<file path="src/sv/dmn_pkg.sv">
package dmn_pkg;

	// system size
	localparam int NUM_NODES = 10;
	localparam int SEQ_BITS  = 16;
	localparam int NODE_W    = (NUM_NODES > 1) ? $clog2(NUM_NODES) : 1;

	// command queue between front and back
	localparam int QDEPTH = 2;
	localparam int QPTR_W = $clog2(QDEPTH);
	localparam int QCNT_W = $clog2(QDEPTH + 1);

	localparam logic [SEQ_BITS-1:0] SEQ_MAX = '1;

	// event codes
	typedef enum logic [1:0] {
		OP_LOCAL_REQ = 2'd0,
		OP_PEER_REQ  = 2'd1,
		OP_PEER_REP  = 2'd2,
		OP_RELEASE   = 2'd3
	} op_e_t;

	// message codes
	typedef enum logic [1:0] {
		KIND_REQUEST = 2'd0,
		KIND_REPLY   = 2'd1,
		KIND_GRANT   = 2'd2
	} kind_e_t;

	// incoming event word
	typedef struct packed {
		logic [1:0]  req_type;
		logic [3:0]  peer_node;
		logic [15:0] peer_seq;
	} evt_t;

	// outgoing message word
	typedef struct packed {
		logic [1:0]  msg_kind;
		logic [3:0]  dest_node;
		logic [15:0] seq_value;
		logic        last;
	} msg_t;

	// classified command handed to the back end
	typedef struct packed {
		op_e_t               op;
		logic [3:0]          peer;
		logic [SEQ_BITS-1:0] pseq;
	} cmd_t;

	// queue status seen by the front end
	typedef struct packed {
		logic full;
		logic empty;
	} q_stat_t;

endpackage

</file>
<file path="src/sv/distributed_mutex_node_unit.sv">
// One node of a Ricart-Agrawala mutual exclusion ring with held permissions.
// Events come in on evt (local request, peer REQUEST, peer REPLY, local
// release), messages and the entry grant go out on msg, last marking the
// final word of each event. A front end screens events into a two-entry
// command queue; a back-end sequencer owns the node state and emits at most
// one word per cycle into an output register. A peer REQUEST that gives back
// a held reply also re-sends a REQUEST from the tail state; a local request
// or release picks up the command and then walks the node list, one node per
// cycle while the output is not stalled, finishing on the highest node that
// gets a message. Write node_id through cfg only while the block is idle.
module distributed_mutex_node_unit (
	input  logic          clk,
	input  logic          arst_n,
	input  logic          cfg_valid,
	output logic          cfg_ready,
	input  logic [3:0]    cfg_data,
	input  logic          evt_valid,
	output logic          evt_stall,
	input  dmn_pkg::evt_t evt,
	output logic          msg_valid,
	input  logic          msg_stall,
	output dmn_pkg::msg_t msg
);

	logic             [3:0] node_id_q;
	logic                   push;
	dmn_pkg::cmd_t          push_cmd;
	dmn_pkg::cmd_t          head;
	logic                   head_valid;
	logic                   pop;
	dmn_pkg::q_stat_t       q_stat;

	// node identity register
	assign cfg_ready = 1'b1;

	always_ff @(posedge clk or negedge arst_n) begin
		if (!arst_n) begin
			node_id_q <= '0;
		end else if (cfg_valid && cfg_ready) begin
			node_id_q <= cfg_data;
		end
	end

	dmn_front u_front (
		.evt       (evt),
		.evt_valid (evt_valid),
		.evt_stall (evt_stall),
		.node_id   (node_id_q),
		.q_stat    (q_stat),
		.push      (push),
		.cmd       (push_cmd)
	);

	dmn_cmd_queue u_queue (
		.clk        (clk),
		.arst_n     (arst_n),
		.push       (push),
		.push_cmd   (push_cmd),
		.pop        (pop),
		.head       (head),
		.head_valid (head_valid),
		.q_stat     (q_stat)
	);

	dmn_back u_back (
		.clk       (clk),
		.arst_n    (arst_n),
		.node_id   (node_id_q),
		.cmd       (head),
		.cmd_valid (head_valid),
		.cmd_pop   (pop),
		.msg_valid (msg_valid),
		.msg_stall (msg_stall),
		.msg       (msg)
	);

endmodule

</file>
<file path="src/sv/dmn_front.sv">
module dmn_front (
	input  dmn_pkg::evt_t    evt,
	input  logic             evt_valid,
	output logic             evt_stall,
	input  logic [3:0]       node_id,
	input  dmn_pkg::q_stat_t q_stat,
	output logic             push,
	output dmn_pkg::cmd_t    cmd
);

	logic        is_peer;
	logic        peer_ok;
	logic [31:0] pseq_wide;

	// peer messages from self or from beyond the node range are dropped here
	always_comb begin
		is_peer   = evt.req_type inside {dmn_pkg::OP_PEER_REQ, dmn_pkg::OP_PEER_REP};
		peer_ok   = ({1'b0, evt.peer_node} < 5'(dmn_pkg::NUM_NODES)) &&
			(evt.peer_node != node_id);
		pseq_wide = 32'(evt.peer_seq);
	end

	// build the command, clamping the peer sequence to the local range
	always_comb begin
		cmd.op   = dmn_pkg::op_e_t'(evt.req_type);
		cmd.peer = evt.peer_node;
		cmd.pseq = (pseq_wide > 32'(dmn_pkg::SEQ_MAX)) ? dmn_pkg::SEQ_MAX :
			dmn_pkg::SEQ_BITS'(pseq_wide);
	end

	// accept whenever the queue has room; dropped events are simply consumed
	assign evt_stall = q_stat.full;
	assign push      = evt_valid && !q_stat.full && (!is_peer || peer_ok);

endmodule

</file>
<file path="src/sv/dmn_cmd_queue.sv">
module dmn_cmd_queue (
	input  logic             clk,
	input  logic             arst_n,
	input  logic             push,
	input  dmn_pkg::cmd_t    push_cmd,
	input  logic             pop,
	output dmn_pkg::cmd_t    head,
	output logic             head_valid,
	output dmn_pkg::q_stat_t q_stat
);

	dmn_pkg::cmd_t                 entry_q [dmn_pkg::QDEPTH];
	logic [dmn_pkg::QPTR_W-1:0]   wr_ptr_q;
	logic [dmn_pkg::QPTR_W-1:0]   rd_ptr_q;
	logic [dmn_pkg::QCNT_W-1:0]   count_q;
	logic                          do_push;
	logic                          do_pop;

	always_comb begin
		q_stat.full  = (count_q == dmn_pkg::QCNT_W'(dmn_pkg::QDEPTH));
		q_stat.empty = (count_q == '0);
		head_valid   = !q_stat.empty;
		head         = entry_q[rd_ptr_q];
		do_push      = push && !q_stat.full;
		do_pop       = pop && !q_stat.empty;
	end

	// pointers and fill count
	always_ff @(posedge clk or negedge arst_n) begin
		if (!arst_n) begin
			wr_ptr_q <= '0;
			rd_ptr_q <= '0;
			count_q  <= '0;
		end else begin
			if (do_push) begin
				wr_ptr_q <= (wr_ptr_q == dmn_pkg::QPTR_W'(dmn_pkg::QDEPTH - 1)) ? '0 :
					wr_ptr_q + 1'b1;
			end
			if (do_pop) begin
				rd_ptr_q <= (rd_ptr_q == dmn_pkg::QPTR_W'(dmn_pkg::QDEPTH - 1)) ? '0 :
					rd_ptr_q + 1'b1;
			end
			case ({do_push, do_pop})
				2'b10:   count_q <= count_q + 1'b1;
				2'b01:   count_q <= count_q - 1'b1;
				default: count_q <= count_q;
			endcase
		end
	end

	// payload storage
	always_ff @(posedge clk) begin
		if (do_push) begin
			entry_q[wr_ptr_q] <= push_cmd;
		end
	end

endmodule

</file>
<file path="src/sv/dmn_back.sv">
module dmn_back (
	input  logic          clk,
	input  logic          arst_n,
	input  logic [3:0]    node_id,
	input  dmn_pkg::cmd_t cmd,
	input  logic          cmd_valid,
	output logic          cmd_pop,
	output logic          msg_valid,
	input  logic          msg_stall,
	output dmn_pkg::msg_t msg
);

	typedef enum logic [2:0] {
		ST_IDLE = 3'b001,
		ST_SCAN = 3'b010,
		ST_TAIL = 3'b100
	} state_t;

	localparam int N  = dmn_pkg::NUM_NODES;
	localparam int SB = dmn_pkg::SEQ_BITS;

	state_t                   state_q, state_d;
	logic                     in_sec_q, in_sec_d;
	logic                     wait_q, wait_d;
	logic [SB-1:0]            own_seq_q, own_seq_d;
	logic [SB-1:0]            high_seq_q, high_seq_d;
	logic [N-1:0]             held_q, held_d;
	logic [N-1:0]             defer_q, defer_d;
	logic [N-1:0]             scan_q, scan_d;
	logic [dmn_pkg::NODE_W-1:0] idx_q, idx_d;
	dmn_pkg::kind_e_t         scan_kind_q, scan_kind_d;
	logic [3:0]               peer_q, peer_d;
	logic                     msg_valid_q;
	dmn_pkg::msg_t            msg_q;

	logic                     can_emit;
	logic                     emit;
	dmn_pkg::msg_t            emit_word;
	logic [N-1:0]             self_mask;
	logic [N-1:0]             peer_bit;
	logic [N-1:0]             idx_bit;
	logic [N-1:0]             work_mask;
	logic [N-1:0]             rest;
	logic [SB-1:0]            seq_inc;
	logic                     mine;
	logic                     had;

	// per-node decode of own id, peer and scan position
	always_comb begin
		for (int i = 0; i < N; i++) begin
			self_mask[i] = (node_id == 4'(i));
			peer_bit[i]  = (cmd.peer == 4'(i));
			idx_bit[i]   = (idx_q == dmn_pkg::NODE_W'(i));
		end
		seq_inc  = (high_seq_q == dmn_pkg::SEQ_MAX) ? dmn_pkg::SEQ_MAX : high_seq_q + 1'b1;
		mine     = (cmd.pseq > own_seq_q) || ((cmd.pseq == own_seq_q) && (cmd.peer > node_id));
		had      = |(held_q & peer_bit);
		can_emit = !msg_valid_q || !msg_stall;
		rest     = scan_q & ~idx_bit;
	end

	// sequencer: one command at a time, at most one word per cycle
	always_comb begin
		state_d     = state_q;
		in_sec_d    = in_sec_q;
		wait_d      = wait_q;
		own_seq_d   = own_seq_q;
		high_seq_d  = high_seq_q;
		held_d      = held_q;
		defer_d     = defer_q;
		scan_d      = scan_q;
		idx_d       = idx_q;
		scan_kind_d = scan_kind_q;
		peer_d      = peer_q;
		cmd_pop     = 1'b0;
		emit        = 1'b0;
		emit_word   = '0;
		work_mask   = '0;
		case (state_q)
			ST_IDLE: begin
				if (cmd_valid && can_emit) begin
					cmd_pop = 1'b1;
					case (cmd.op)
						dmn_pkg::OP_LOCAL_REQ: begin
							if (!in_sec_q && !wait_q) begin
								own_seq_d = seq_inc;
								work_mask = ~held_q & ~self_mask;
								if (work_mask == '0) begin
									in_sec_d           = 1'b1;
									emit               = 1'b1;
									emit_word.msg_kind = dmn_pkg::KIND_GRANT;
									emit_word.last     = 1'b1;
								end else begin
									wait_d      = 1'b1;
									scan_d      = work_mask;
									idx_d       = '0;
									scan_kind_d = dmn_pkg::KIND_REQUEST;
									state_d     = ST_SCAN;
								end
							end
						end
						dmn_pkg::OP_PEER_REQ: begin
							if (cmd.pseq > high_seq_q) begin
								high_seq_d = cmd.pseq;
							end
							if (in_sec_q || (wait_q && mine)) begin
								defer_d = defer_q | peer_bit;
							end else begin
								held_d              = held_q & ~peer_bit;
								emit                = 1'b1;
								emit_word.msg_kind  = dmn_pkg::KIND_REPLY;
								emit_word.dest_node = cmd.peer;
								emit_word.last      = !(wait_q && had);
								if (wait_q && had) begin
									peer_d  = cmd.peer;
									state_d = ST_TAIL;
								end
							end
						end
						dmn_pkg::OP_PEER_REP: begin
							held_d = held_q | peer_bit;
							if (wait_q && (&(held_d | self_mask))) begin
								in_sec_d           = 1'b1;
								wait_d             = 1'b0;
								emit               = 1'b1;
								emit_word.msg_kind = dmn_pkg::KIND_GRANT;
								emit_word.last     = 1'b1;
							end
						end
						dmn_pkg::OP_RELEASE: begin
							if (in_sec_q) begin
								in_sec_d  = 1'b0;
								work_mask = defer_q & ~self_mask;
								defer_d   = '0;
								held_d    = held_q & ~work_mask;
								if (work_mask != '0) begin
									scan_d      = work_mask;
									idx_d       = '0;
									scan_kind_d = dmn_pkg::KIND_REPLY;
									state_d     = ST_SCAN;
								end
							end
						end
						default: begin
							cmd_pop = 1'b1;
						end
					endcase
				end
			end
			ST_SCAN: begin
				// walk the node list, one node per cycle while the output is not stalled
				if (can_emit) begin
					if (|(scan_q & idx_bit)) begin
						emit                = 1'b1;
						emit_word.msg_kind  = scan_kind_q;
						emit_word.dest_node = 4'(idx_q);
						emit_word.seq_value = (scan_kind_q == dmn_pkg::KIND_REQUEST) ?
							16'(own_seq_q) : '0;
						emit_word.last      = (rest == '0);
					end
					scan_d = rest;
					idx_d  = dmn_pkg::NODE_W'(idx_q + 1'b1);
					if (rest == '0) begin
						state_d = ST_IDLE;
					end
				end
			end
			ST_TAIL: begin
				// re-request after giving back a held reply
				if (can_emit) begin
					emit                = 1'b1;
					emit_word.msg_kind  = dmn_pkg::KIND_REQUEST;
					emit_word.dest_node = peer_q;
					emit_word.seq_value = 16'(own_seq_q);
					emit_word.last      = 1'b1;
					state_d             = ST_IDLE;
				end
			end
			default: begin
				state_d = ST_IDLE;
			end
		endcase
	end

	// control state
	always_ff @(posedge clk or negedge arst_n) begin
		if (!arst_n) begin
			state_q     <= ST_IDLE;
			in_sec_q    <= 1'b0;
			wait_q      <= 1'b0;
			own_seq_q   <= '0;
			high_seq_q  <= '0;
			held_q      <= '0;
			defer_q     <= '0;
			scan_q      <= '0;
			idx_q       <= '0;
			msg_valid_q <= 1'b0;
		end else begin
			state_q    <= state_d;
			in_sec_q   <= in_sec_d;
			wait_q     <= wait_d;
			own_seq_q  <= own_seq_d;
			high_seq_q <= high_seq_d;
			held_q     <= held_d;
			defer_q    <= defer_d;
			scan_q     <= scan_d;
			idx_q      <= idx_d;
			if (emit) begin
				msg_valid_q <= 1'b1;
			end else if (!msg_stall) begin
				msg_valid_q <= 1'b0;
			end
		end
	end

	// payload registers
	always_ff @(posedge clk) begin
		scan_kind_q <= scan_kind_d;
		peer_q      <= peer_d;
		if (emit) begin
			msg_q <= emit_word;
		end
	end

	assign msg_valid = msg_valid_q;
	assign msg       = msg_q;

endmodule

</file>
<file path="config.mk">
export PLATFORM = sky130hd
export DESIGN_NAME = distributed_mutex_node_unit
export DESIGN_NICKNAME = d
export VERILOG_FILES = /design/src/sv/dmn_pkg.sv /design/src/sv/distributed_mutex_node_unit.sv /design/src/sv/dmn_front.sv /design/src/sv/dmn_cmd_queue.sv /design/src/sv/dmn_back.sv
export SDC_FILE = /design/constraint.sdc
export NUM_CORES = 1
export LEC_CHECK = 0
export BUFFER_PORTS_ARGS = -buffer_cell sky130_fd_sc_hd__buf_2
export CAP_MARGIN = 20
export CORE_MARGIN = 1
export CORE_UTILIZATION = 35
export DETAILED_ROUTE_END_ITERATION = 10
export PLACE_DENSITY = 0.62
export REMOVE_ABC_BUFFERS = 1
export SETUP_SLACK_MARGIN = 0.2
export SLEW_MARGIN = 20
export SYNTH_ARGS = -nofsm -noshare
export SYNTH_HDL_FRONTEND = slang
export SYNTH_HIERARCHICAL = 1
export SYNTH_SLANG_ARGS = --single-unit
</file>
<file path="constraint.sdc">
create_clock -name clk -period 4.62 [get_ports clk]
set_input_delay 1.386 -clock clk [delete_from_list [all_inputs] [get_ports clk]]
set_output_delay 1.386 -clock clk [all_outputs]
set_load 0.02 [all_outputs]
</file>
==> out/results.tsv, run 1 <==
stage	metric	value	unit
clocking	setup bufs post-CTS	0	
floorplan	Die Y-Extent	161	um
floorplan	chip width	161	um
setup_path	critical path startpoint category	flop	
sta	setup tns final	0	ns
setup_path	Worst R2R Setup Slack	0.73	ns
run_status	run status	completed	
routing	ANT nets after route	0	
grt	vias in the first global route	6282	
synthesis	Warnings, synthesis	6	
worst_hold_path	hold_sp	u_queue/count_q[1]$_DFFE_PN0P_	
floorplan	total die area	0.0258	mm2
setup_path	crit path kind	reg -> reg	
power	P_leak	3.98	nW
clocking	CTS Buf Count	17	
sta	worst slew pin tran	0.991	ns
floorplan	num rows	57	
sta	worst setup margin	0.731	ns
grt	largest net degree at the start of global routing	70	
flow_run	max cap viols	0	
worst_hold_path	hold endpoint	u_queue/count_q[1]$_DFFE_PN0P_	
power	power density over the cells	636	mW/mm2
finish	Sequential cell area	0.00417	mm2
routing	DR vias	6442	
finish	post-route insts no fill	1197	
sta	Hold Fails Final Rpt	0	
synthesis	Gate Count Post-Synth	827	
setup_path	cells on worst reg2reg path	10	
sta	fin crit period	3.89	ns
clocking	clk slew on worst S/H paths	0.06	ns
finish	nets	932	
finish	most frequent cells in the layout	dfrtp_1, edfxtp_1, inv_1, nand2_1	
placed_design	routability cong.	0.886	
synthesis	syn avg cell area	10.6	um2
clocking	TritonCTS clock tree	built	
setup_path	Worst R2R End	u_back/msg[11]$_DFFE_PP_	
routing	Iter 0 DRT Violations	488	
routing	average wire per standard cell	17.7	um
setup_path	WP data required	4.72	ns
sta	Slew headroom	33.3	%
clocking	clock root buffer master	clkbuf_16	
placed_design	dpl cells	1164	
sta	clk_skew	0.00912	ns
placed_design	dpl ws	0.705	ns
power	Peak VDD IR	0.286	mV
floorplan	num ports	57	
routing	drt pass-1 iters	5	
synthesis	Post-Syn Area	0.00880	mm2
sta	Final Max Slew Viols	0	
setup_path	reg2reg start	u_queue/rd_ptr_q$_DFFE_PN0P_	
sta	RSZ-0062 raised after global routing	no	
sta	Final Cycle Share	84.2	%
clocking	clk_lat worst skew	0.43	ns
grt	GRT overflow	0	
worst_hold_path	Min-Delay Path Class	reg -> reg	
finish	layout cells sized above 1	18.9	%
sta	Setup Viol. Count Final	0	
setup_path	Crit. End Element	flop	
floorplan	Core ar.	0.0245	mm2
clocking	CTS max path bufs	2	
placed_design	Post-DP HPWL	15500	um
finish	fill count	2356	
finish	Area Growth Syn to Fin	10.9	%
grt	gr usage total	17.2	%
finish	most common cell after layout, fill and taps aside	dfrtp_1	
clocking	H-Tree Depth	4	
setup_path	crit path max fanout	23	
routing	DR vias/cell	5.38	
clocking	clk sinks	152	
grt	first-pass GRT wire length	34600	um
grt	initial antenna violation count	0	
clocking	post_cts resized	0	
floorplan	Initial Util	36.0	%
setup_path	critical path arrival	3.99	ns
placed_design	port bufs	55	
finish	area taken by multi-input logic gates	0.00398	mm2
clocking	Hold-fix buffers, CTS	0	
sta	Max Freq	0.257	GHz
routing	aggregate routed wire length	21200	um
worst_hold_path	hold depth	1	
routing	# DRC	0	
[area by class of cell]
type                    count  area share (%)
repair buffers             70            4.00
clock inverters            13            1.38
inverters                  65            2.55
diodes                      1          0.0256
multi-input cells         553            40.8
well taps                 324            4.15
clock buffers              19            4.43
flip-flops and latches    152            42.7
[metrics by stage]
step | cell area [um2] | total power (W) | hold slack, ns | utilization [%]
after CTS | 9760 | 0.00622 | 0.495 | 39.9
after global placement | 9190 | 0.00482 | 0.476 | 37.6
after detailed placement | 9190 | 0.00485 | 0.485 | 37.6
final | 9760 | 0.00621 | 0.488 | 39.9
after global routing | 9760 | 0.00665 | 0.511 | 39.9
after floorplan | 8400 | 0.00405 | 0.456 | -
[critical path, stage by stage, from the launching register on]
cell,delay [ns]
dfrtp_1,0.73
buf_4,0.26
mux2_2,0.37
ha_1,0.31
nand4_1,0.13
nor4_2,0.43
a21bo_2,0.22
a21oi_1,0.09
nor3_2,0.54
or4_1,0.20
buf_4,0.28
[flip-flops by register name (all words and copies together), names as in the netlist]
name	cells
u_queue/count_q	2
u_back/defer_q	10
u_back/peer_q	4
u_back/high_seq_q	16
u_queue/wr_ptr_q	1
u_back/wait_q	1
u_queue/entry_q	44
node_id_q	4
u_back/held_q	10
u_back/in_sec_q	1
u_back/idx_q	4
u_back/own_seq_q	16
u_queue/rd_ptr_q	1
u_back/scan_q	10
u_back/state_q	3
u_back/msg_valid	1
u_back/scan_kind_q	1
u_back/msg	23
[worst max-delay path by stage]
stage,from,end,slack (ns)
global route,u_queue/rd_ptr_q$_DFFE_PN0P_,u_back/msg[11]$_DFFE_PP_,0.49
finish,u_queue/rd_ptr_q$_DFFE_PN0P_,u_back/msg[11]$_DFFE_PP_,0.73
CTS,u_queue/rd_ptr_q$_DFFE_PN0P_,u_back/msg[11]$_DFFE_PP_,0.70
detailed placement,u_queue/rd_ptr_q$_DFFE_PN0P_,u_back/msg[2]$_DFFE_PP_,0.70
global placement,u_queue/rd_ptr_q$_DFFE_PN0P_,u_back/msg[2]$_DFFE_PP_,0.79
floorplan,u_queue/rd_ptr_q$_DFFE_PN0P_,u_back/msg[0]$_DFFE_PP_,0.85
[routing by layer]
layer | routed length, um | share of wire, % | GRT usage (%) | up-vias
li1 | - | - | - | 3113
met5 | 0 | 0 | 0 | -
met4 | 376 | 1.8 | 5.93 | 0
met1 | 10600 | 50 | 25.5 | 3089
met3 | 1430 | 6.8 | 3.67 | 28
met2 | 8850 | 42 | 24.5 | 212
[power breakdown]
part | internal, W | total [W] | switching, W
clock | 0.000757 | 0.00135 | 0.000590
combinational | 0.00104 | 0.00257 | 0.00152
sequential | 0.00187 | 0.00230 | 0.000430
total | 0.00367 | 0.00621 | 0.00254
No activity file was read; power rests on OpenSTA's default activity.
==> inputs of run 2 (changes only) <==
- clock period: 4.62 -> 4 ns (I/O delays scaled with it)
==> out/results.tsv, run 2 (synthesis gave the netlist of run 1 again) <==
stage	metric	value	unit	change
run_status	run status	completed		unchanged
power	power density over the cells	730	mW/mm2	was 636 mW/mm2
sta	Max Freq	0.286	GHz	was 0.257 GHz
floorplan	Initial Util	36.0	%	unchanged
finish	nets	940		was 932
routing	drt pass-1 iters	5		unchanged
finish	most common cell after layout, fill and taps aside	dfrtp_1		unchanged
setup_path	critical path arrival	3.65	ns	was 3.99 ns
power	Peak VDD IR	0.269	mV	was 0.286 mV
setup_path	crit path kind	reg -> reg		unchanged
floorplan	num ports	57		unchanged
setup_path	WP data required	4.16	ns	was 4.72 ns
finish	n_diodes	0		was 1
routing	# DRC	0		unchanged
finish	Biggest register	u_queue/entry_q		unchanged
sta	clk_skew	0.0121	ns	was 0.00912 ns
floorplan	total die area	0.0258	mm2	unchanged
routing	ANT nets after route	0		unchanged
finish	fill count	2373		was 2,356
clocking	clk_lat worst skew	0.43	ns	about the same
floorplan	Die Y-Extent	161	um	unchanged
grt	first-pass GRT wire length	34600	um	about the same
routing	DR vias/cell	5.42		was 5.38
grt	initial antenna violation count	1		was 0
finish	max reg flops	44		unchanged
floorplan	chip width	161	um	unchanged
finish	Area Growth Syn to Fin	11.4	%	was 10.9%
placed_design	dpl ws	0.536	ns	was 0.705 ns
sta	Hold Fails Final Rpt	0		unchanged
clocking	TritonCTS clock tree	built		unchanged
clocking	H-Tree Depth	4		unchanged
routing	DR vias	6530		was 6,442
floorplan	Core ar.	0.0245	mm2	unchanged
routing	Iter 0 DRT Violations	479		was 488
sta	RSZ-0062 raised after global routing	no		unchanged
power	P_leak	4.00	nW	was 3.98 nW
placed_design	Post-DP HPWL	15700	um	was 15,500 um
clocking	clk sinks	152		unchanged
routing	average wire per standard cell	17.7	um	about the same
finish	layout cells sized above 1	19.7	%	was 18.9%
sta	fin crit period	3.49	ns	was 3.89 ns
grt	vias in the first global route	6342		was 6,282
grt	gr usage total	17.1	%	was 17.2%
clocking	CTS Buf Count	17		unchanged
setup_path	Crit. End Element	flop		unchanged
sta	Setup Viol. Count Final	0		unchanged
grt	GRT overflow	0		unchanged
clocking	Hold-fix buffers, CTS	0		unchanged
sta	Slew headroom	46.7	%	was 33.3%
sta	setup tns final	0	ns	unchanged
placed_design	port bufs	55		unchanged
placed_design	routability cong.	0.905		was 0.886
clocking	CTS max path bufs	2		unchanged
grt	largest net degree at the start of global routing	33		was 70
floorplan	num rows	57		unchanged
finish	most frequent cells in the layout	dfrtp_1, edfxtp_1, inv_1, nand2_1		unchanged
clocking	post_cts resized	0		unchanged
flow_run	max cap viols	0		unchanged
clocking	clk slew on worst S/H paths	0.07	ns	was 0.06 ns
setup_path	crit path max fanout	23		unchanged
routing	aggregate routed wire length	21300	um	was 21,200 um
clocking	setup bufs post-CTS	0		unchanged
sta	Final Max Slew Viols	0		unchanged
worst_hold_path	Min-Delay Path Class	reg -> reg		unchanged
sta	worst setup margin	0.509	ns	was 0.731 ns
clocking	clock root buffer master	clkbuf_16		unchanged
sta	Final Cycle Share	87.3	%	was 84.2%
sta	worst slew pin tran	0.800	ns	was 0.991 ns
setup_path	critical path startpoint category	flop		unchanged
==> run 2: cell types whose count changed in the layout (fill, tap and decap cells not counted), sizes merged <==
cell      previous run  this run
diode                1         0
buf                 70        78
clkinvlp             0         3
clkinv               7         5
bufinv               1         0
==> run 2: path summary, 6_finish.rpt <==
| check | from | to | slack, ns | depth (start not counted) |
|---|---|---|---|---|
| worst max-delay path | u_queue/rd_ptr_q$_DFFE_PN0P_ | u_back/msg[11]$_DFFE_PP_ | 0.51 | 10 |
| min in group asynchronous | arst_n | node_id_q[1]$_DFFE_PN0P_ | 0.71 | 1 |
| max in group asynchronous | arst_n | u_back/state_q[0]$_DFFE_PN1P_ | 2.47 | 2 |
| worst max register to register | u_queue/rd_ptr_q$_DFFE_PN0P_ | u_back/msg[11]$_DFFE_PP_ | 0.51 | 10 |
| worst min-delay path | u_queue/count_q[1]$_DFFE_PN0P_ | u_queue/count_q[1]$_DFFE_PN0P_ | 0.51 | 1 |
| worst min register to register | u_queue/count_q[1]$_DFFE_PN0P_ | u_queue/count_q[1]$_DFFE_PN0P_ | 0.51 | 1 |
==> run 2: area by class of cell <==
cell class	count	area [um2]	area share, %
Sequential cell	152	4170	42.5
Multi-Input combinational cell	553	3980	40.6
Timing Repair Buffer	78	463	4.72
Clock buffer	19	433	4.41
Tap cell	324	405	4.13
Inverter	65	249	2.54
Clock inverter	13	110	1.12
==> run 2: critical path: stages, from the launching register on <==
cell and delay [ns]:
dfrtp_1 0.45, buf_12 0.20, mux2_2 0.38, ha_1 0.33
nand4_1 0.18, nor4_2 0.43, a2111oi_2 0.09, a21oi_1 0.42
nor3_2 0.08, or4_1 0.42, buf_4 0.24
==> run 2: where the power goes <==
group,switching (W),internal [W],total [W]
Sequential,0.000485,0.00216,0.00264
Clock,0.000683,0.000809,0.00149
Combinational,0.00179,0.00124,0.00303
==> run 2: metal layers <==
| metal | wire length [um] | global-route usage (%) | part of all wire [%] | vias to the layer above |
|---|---|---|---|---|
| met3 | 1510 | 4.03 | 7.1 | 38 |
| met2 | 9050 | 24.3 | 43 | 226 |
| met4 | 418 | 6.10 | 2.0 | 2 |
| met1 | 10300 | 25.1 | 48 | 3145 |
| met5 | 10 | 0 | 0.047 | - |
| li1 | - | - | - | 3119 |
==> run 2: through the flow <==
stage,utilization [%],hold slack [ns],power [W],cells,cell area [um2]
detailed placement,37.9,0.501,0.00565,1172,9270
global placement,37.9,0.472,0.00559,1172,9270
global route,40.1,0.535,0.00767,1204,9810
finish,40.1,0.513,0.00716,1204,9810
floorplan,-,0.456,0.00468,770,8400
CTS,40.1,0.511,0.00716,1204,9810
